<file path="src/rtl/core/pcs_pkg.sv">
// types and constants shared by the puct child select block
package pcs_pkg;

  // fixed point format of every score and ratio
  localparam int FRAC_BITS = 16;

  // field widths
  localparam int CW_W    = 24;                     // explore weight, unsigned Q8.16
  localparam int C2_W    = 20;                     // base constant, integer
  localparam int PRIOR_W = 17;                     // prior, unsigned Q1.16
  localparam int VIS_W   = 20;                     // visit counts
  localparam int Q_W     = 24;                     // mean value, signed Q7.16
  localparam int SCORE_W = 40;                     // score, signed Q23.16

  // internal widths
  localparam int ROOT_W    = VIS_W / 2 + FRAC_BITS;  // sqrt(N) in Q.16
  localparam int SUM_W     = VIS_W + 2;              // N + c2 + 1
  localparam int DIV_NUM_W = SUM_W + FRAC_BITS;      // shared divider dividend
  localparam int DIV_DEN_W = VIS_W + 1;              // shared divider divisor
  localparam int MANT_W    = FRAC_BITS + 1;          // log mantissa in [1,2)
  localparam int IP_W      = 5;                      // integer part of log2
  localparam int LOG_W     = IP_W + FRAC_BITS;       // log2 / ln result
  localparam int PS_W      = PRIOR_W + ROOT_W - FRAC_BITS;  // P*sqrt(N)
  localparam int CP_W      = CW_W + PRIOR_W - FRAC_BITS;    // c*P
  localparam int W_W       = CW_W + 1;                      // c + ln(...)
  localparam int TU_W      = CP_W + ROOT_W - FRAC_BITS;     // unvisited term
  localparam int TV_W      = PS_W + W_W - FRAC_BITS;        // visited term

  localparam logic [31:0] LN2_Q32 = 32'd2977044472;

  localparam logic [CW_W-1:0] EXPLORE_RESET = 24'd81920;
  localparam logic [C2_W-1:0] BASE_RESET    = 20'd19652;
  localparam logic signed [SCORE_W-1:0] SCORE_NEG_ONE = -40'sd65536;

  // register indexes on the configuration port
  localparam logic REG_EXPLORE = 1'b0;
  localparam logic REG_BASE    = 1'b1;

  // commands from the controller to the datapath
  typedef struct packed {
    logic load;         // capture the input item
    logic root_start;   // start the square root unit
    logic ratio_start;  // start divider on (N+c2+1)/c2
    logic mant_load;    // take the ratio as log mantissa
    logic norm_step;    // halve mantissa, bump integer part
    logic log_step;     // one squaring step of the log
    logic ln_mul;       // log2 to ln
    logic ps_mul;       // P*sqrt(N) and c + ln
    logic t1_start;     // start divider on P*sqrt(N)/(1+n)
    logic cp_mul;       // c*P
    logic unvis_mul;    // unvisited score
    logic vis_mul;      // visited score
    logic update;       // running best compare, emit on last
  } pcs_cmd_t;

  // status back to the controller
  typedef struct packed {
    logic root_done;
    logic div_done;
    logic mant_big;
    logic unvis;
  } pcs_status_t;

endpackage

</file>
<file path="src/rtl/core/pcs_ctrl.sv">
// controller: sequences one child through the datapath
module pcs_ctrl (
  input  logic                 clk,
  input  logic                 rst,
  input  logic                 start,
  input  pcs_pkg::pcs_status_t status,
  output pcs_pkg::pcs_cmd_t    cmd,
  output logic                 busy
);

  localparam int CNT_W = $clog2(pcs_pkg::FRAC_BITS);

  localparam logic [3:0] S_IDLE    = 4'd0;
  localparam logic [3:0] S_KICK    = 4'd1;
  localparam logic [3:0] S_WAIT1   = 4'd2;
  localparam logic [3:0] S_NORM    = 4'd3;
  localparam logic [3:0] S_LOG     = 4'd4;
  localparam logic [3:0] S_LN      = 4'd5;
  localparam logic [3:0] S_PS      = 4'd6;
  localparam logic [3:0] S_DIVGO   = 4'd7;
  localparam logic [3:0] S_WAIT2   = 4'd8;
  localparam logic [3:0] S_VIS     = 4'd9;
  localparam logic [3:0] S_CP      = 4'd10;
  localparam logic [3:0] S_UNVIS   = 4'd11;
  localparam logic [3:0] S_UPDATE  = 4'd12;

  logic [3:0]       state;
  logic [3:0]       state_next;
  logic [CNT_W-1:0] cnt;
  logic [CNT_W-1:0] cnt_next;

  // next state and commands
  always_comb begin
    state_next = state;
    cnt_next   = cnt;
    cmd        = '0;
    case (state)
      S_IDLE: begin
        if (start) begin
          cmd.load   = 1'b1;
          state_next = S_KICK;
        end
      end
      S_KICK: begin
        cmd.root_start  = 1'b1;
        cmd.ratio_start = 1'b1;
        state_next      = S_WAIT1;
      end
      S_WAIT1: begin
        if (status.unvis) begin
          if (status.root_done) begin
            state_next = S_CP;
          end
        end else if (status.root_done && status.div_done) begin
          cmd.mant_load = 1'b1;
          state_next    = S_NORM;
        end
      end
      S_NORM: begin
        if (status.mant_big) begin
          cmd.norm_step = 1'b1;
        end else begin
          cnt_next   = '0;
          state_next = S_LOG;
        end
      end
      S_LOG: begin
        cmd.log_step = 1'b1;
        cnt_next     = cnt + 1'b1;
        if (cnt == CNT_W'(pcs_pkg::FRAC_BITS - 1)) begin
          state_next = S_LN;
        end
      end
      S_LN: begin
        cmd.ln_mul = 1'b1;
        state_next = S_PS;
      end
      S_PS: begin
        cmd.ps_mul = 1'b1;
        state_next = S_DIVGO;
      end
      S_DIVGO: begin
        cmd.t1_start = 1'b1;
        state_next   = S_WAIT2;
      end
      S_WAIT2: begin
        if (status.div_done) begin
          state_next = S_VIS;
        end
      end
      S_VIS: begin
        cmd.vis_mul = 1'b1;
        state_next  = S_UPDATE;
      end
      S_CP: begin
        cmd.cp_mul = 1'b1;
        state_next = S_UNVIS;
      end
      S_UNVIS: begin
        cmd.unvis_mul = 1'b1;
        state_next    = S_UPDATE;
      end
      S_UPDATE: begin
        cmd.update = 1'b1;
        state_next = S_IDLE;
      end
      default: begin
        state_next = S_IDLE;
      end
    endcase
  end

  // state registers
  always_ff @(posedge clk) begin
    if (rst) begin
      state <= S_IDLE;
      cnt   <= '0;
    end else begin
      state <= state_next;
      cnt   <= cnt_next;
    end
  end

  assign busy = state != S_IDLE;

endmodule

</file>
<file path="config.mk">
export PLATFORM = sky130hd
export DESIGN_NAME = pcs_ctrl
export DESIGN_NICKNAME = d
export VERILOG_FILES = /design/src/rtl/core/pcs_pkg.sv /design/src/rtl/core/pcs_ctrl.sv
export SDC_FILE = /design/constraint.sdc
export NUM_CORES = 1
export LEC_CHECK = 0
export BUFFER_PORTS_ARGS = -buffer_cell sky130_fd_sc_hd__buf_2
export CORE_MARGIN = 8
export CORE_UTILIZATION = 43
export DETAILED_ROUTE_END_ITERATION = 16
export PLACE_DENSITY_LB_ADDON = 0.05
export SYNTH_ARGS = -nofsm -noshare
export SYNTH_HDL_FRONTEND = slang
export SYNTH_SLANG_ARGS = --single-unit
</file>
<file path="constraint.sdc">
create_clock -name clk -period 1.5 [get_ports clk]
set_input_delay 0.3 -clock clk [delete_from_list [all_inputs] [get_ports clk]]
set_output_delay 0.3 -clock clk [all_outputs]
set_load 0.05 [all_outputs]
</file>
### Word level (Yosys, flattened, before mapping)

Index checks and enable logic that the tools add are counted.

| storage, ports and cells | value |
|---|---|
| bits in registers | 8 |
| input port bits | 7 |
| output and inout port bits | 14 |
| logic and storage cells | 55 |

| cells by class | value |
|---|---|
| add/sub/neg operators | 1 |
| equal/unequal tests | 19 |
| mux-type cells | 26 |
| reductions and logical operators | 7 |

Operators by type and width:

| cell | count |
|---|---|
| $pmux W4 S11 | 1 |
| $mux W4 | 8 |
| $eq A4 B4 Y1 const B | 6 |
| $eq A4 B3 Y1 const B | 4 |
| $mux W1 | 15 |
| $eq A4 B2 Y1 const B | 2 |
| $ne A2 B2 Y1 const B | 4 |
| $pmux W4 S2 | 1 |
| $ne A3 B3 Y1 const B | 2 |
| $reduce_and A6 Y1 | 1 |
| $add A4 B1 Y4 const B | 1 |
| $eq A4 B1 Y1 const B | 1 |
| $logic_not A4 Y1 | 1 |
| $reduce_bool A4 Y1 | 1 |
| $mux W2 | 1 |
| $reduce_and A2 Y1 | 1 |
| $reduce_bool A2 Y1 | 1 |
| $reduce_or A2 Y1 | 1 |
| $logic_and A1 B1 Y1 | 1 |

### Longest topological paths before layout

| logic depth | value |
|---|---|
| depth in word-level cells | 4 |
| depth in mapped cells | 5 |

### Worst setup path after synthesis

No wires, ideal clock.

| path | value |
|---|---|
| kind | reg2out |
| start point | register state[2] |
| end point | output port cmd[11] (netlist name) |
| arrival | 2.060 ns |
| required time | 1.200 ns |
| setup slack | -0.860 ns |
| stages on the path, launching flop included | 4 |
| path buffers | 2 |
| cell sequence | dfxtp_1 -> clkbuf_1 -> nor3_1 -> buf_4 |

RTL lines:

| element | line | source |
|---|---|---|
| from (decl) | pcs_ctrl.sv:27 | `logic [3:0] state;` |
| from (signal assigned) | pcs_ctrl.sv:119 | `state <= state_next;` |
| to (decl) | pcs_ctrl.sv:7 | `output pcs_pkg::pcs_cmd_t cmd,` |

==> summary.txt <==
Timing
  • Tmin final: 1.74 ns
  • Fin Hold WS: ~0.3 ns
  • # setup viols final: 17
  • Actual slew at the worst max-slew pin: about 0.29 ns
  • Final slew viol count: 0
  • FMAX: 0.575 GHz
  • Rel. slew slack: 80.3%
  • Final hold vios: 0
  • RSZ-0062 raised after global routing: yes
  • Final Skew: 0.0120 ns
  • Final worst setup slack: -0.238 ns
  • Final period util: 116%

Logic synthesis
  • Distinct cells, synth: 43
  • Post-synthesis compound-gate area fraction: between 20 and 30%
  • Post-synth EDFFs: 0
  • Area leader, netlist: dfxtp_1
  • Post-Synthesis Cells: a little under 80
  • Mapped Area: 641 um^2
  • Synth Area in XOR/XNOR: under 10%
  • Synth Area in Adders: between 1.5 and 2%
  • Leading post-synthesis cells by cell area: dfxtp_1 25%, nor2_1 5.3%, nand2b_1 3.9%
  • Synth Flop Type: dfxtp_1
  • Most frequent cell after synthesis: nor2_1
  • Post-synth top cells: 9 x nor2_1, 8 x dfxtp_1, 5 x nand2_1, 4 x nand2b_1
  • Simple-Gate Fraction of Synth Area: between 30 and 40%
  • Seq cells post-synth: 8
  • Register area share after synthesis: 25.0%
  • Combinational family with the most area after synthesis: simple AND/OR/NAND/NOR gates
  • Post-synth ARST share: 0%
  • Synth warnings: 0
  • Mux contribution to synthesized area: 0%
  • Syn nets: slightly below 90
  • Syn_area_per_cell: between 8 and 9 um^2
  • Post-synth top area share: around 25%

Placement
  • I/O Buffers: 20
  • Placed Area: roughly 880 um^2
  • Placer congestion estimate: ~0.82
  • Post-DP HPWL: roughly 1400 um

Worst setup path
  • Startpoint types: register
  • Critical Path AT: about 1.4 ns
  • Worst Setup Path Type: register to primary output
  • Worst-path fanout max: 4
  • WP data required: around 1.2 ns
  • Worst R2R Path Depth: 5
  • Crit path capture type: primary output

Floorplanning
  • Core area: between 0.001 and 0.0015 mm^2
  • Initial core utilization: ~44%
  • Die area: just under 0.003 mm^2
  • Die W: roughly 55 um
  • Row count: 14
  • IO Pins: 21
  • Die Span Y: 54.6 um

Status
  • Failing checks: setup timing
  • Status: finished, violations left

Clock tree
  • Clock Path Buffers: 2
  • Post-CTS Hold Fix Bufs: 0
  • CTS tree: yes
  • CTS clk-pin slew, worst paths: about 0.060 ns
  • H-tree depth: 1
  • Clk Tree Root Cell: clkbuf_4
  • Total CTS buffers: 3
  • Worst-skew pair later-pin latency: 0.26 ns
  • Clk sinks: 8

GRT
  • Pin count of the biggest net entering global routing: 12
  • Total grt overflow: 0
  • Vias in the first global route: 765
  • First-pass GRT wire length: around 3100 um
  • Initial antenna violation count: 0
  • All-layer global routing usage: between 10 and 15%

Layout
  • Nets@finish: between 100 and 150
  • Core Util, Final: around 80%
  • Fill cells: 86
  • Design Area, Final: 0.00117 mm^2
  • Share of cells above drive strength 1: roughly 62%
  • Syn-to-layout area delta: 82.0%
  • Antenna cells: 0

Routing
  • Pre-antenna DRT Iters: 4
  • Initial DRC Count: 8
  • Wire per inst: roughly 17 um
  • Post-DR vias/cell: between 5 and 6
  • DR vias: ~770
  • Detailed-route DRC error count: 0
  • Total Wirelength: around 2200 um
  • Antenna Nets Post-Route: 0

Worst hold path
  • Hold WC Path Type: input pin to register
  • Worst Hold Path Cells: 2

Power
  • Peak VDD IR: ~1200 uV
  • Leak: around 0.47 nW
  • Pwr dens: 1650 mW/mm^2

Job
  • MaxCap Viol Count: 0
-- cell families (layout without fill, tap and decap cells) --
| kind of cell | count (synthesis) | count (layout) |
|---|---|---|
| buffers and inverters | 9 | 45 |
| AOI/OAI and AO/OA | 23 | 23 |
| adders and majority gates | 1 | 1 |
| DFF | 8 | 8 |
| xor gates and xnor gates | 1 | 1 |
| and+or+nand+nor | 37 | 37 |
-- cell type report --
| cell class | count | area (um^2) | share of cell area [%] |
|---|---|---|---|
| Timing Repair Buffer | 38 | 358 | 30.7 |
| Sequential cell | 8 | 173 | 14.8 |
| Tap cell | 16 | 20.0 | 1.72 |
| Inverter | 3 | 11.3 | 0.966 |
| Multi-Input combinational cell | 62 | 578 | 49.6 |
| Clock buffer | 4 | 26.3 | 2.25 |
-- power by group --
group	internal, W	switching [W]
combinational	0.000606	0.000812
clock	0.000102	0.0000779
sequential	0.000266	0.0000595
total	0.000974	0.000949
-- per-layer routing --
layer,GRT usage [%],up-vias,wire length [um]
li1,-,368,-
met1,13.3,374,868
met3,4.35,5,84
met5,0,-,0
met4,6.97,0,41
met2,26.6,20,1200
-- repair_timing --
item | in CTS | in global routing
resized for setup | 39 | 19
buffers inserted | 4 | 2
pin swaps | 6 | 6
endpoints found under the hold margin | 0 | 0
setup endpoints to repair | 16 | 22
-- sequential cells by signal, indices dropped and copies added (netlist names) --
name / flops
cnt: 4
state: 4
-- through the flow --
| step | total power [W] | setup TNS [ns] | worst slack [ns] | cells |
|---|---|---|---|---|
| after detailed placement | 0.00142 | -0.166 | -0.0699 | 121 |
| after CTS | 0.00182 | -1.79 | -0.240 | 129 |
| after floorplan | 0.00119 | -1.43 | -0.193 | 79 |
| after global placement | 0.00141 | -0.129 | -0.0553 | 121 |
| after global routing | 0.00203 | -2.61 | -0.278 | 131 |
| final | 0.00192 | -1.55 | -0.238 | 131 |
-- final timing paths --
kind	startpoint	end	slack, ns
min	rst	cnt[2]	0.31
max reg2reg	state[0]	state[1]	-0.10
max	state[0]	cmd[12]	-0.24
min reg2reg	cnt[3]	cnt[3]	0.49
-- placed cells by master (no fill, tap or decap), types with 3 or more instances in the layout --
cell type	netlist	layout
dfxtp_4	0	3
buf_4	1	12
nor2_4	0	5
nand2b_4	0	4
buf_2	2	7
buf_6	1	14
dfxtp_1	8	4
nor3b_1	3	3
buf_8	0	5
inv_1	3	3
nand2_1	5	4
a21oi_1	3	3
clkbuf_4	0	3
nor3_4	0	3
nor2_1	9	3
-- critical path, cell delays in order (launching register included) --
cell	delay, ns
dfxtp_2	0.35
or4_4	0.57
nor2_4	0.10
buf_6	0.16
(Power assumes the default switching activity.)
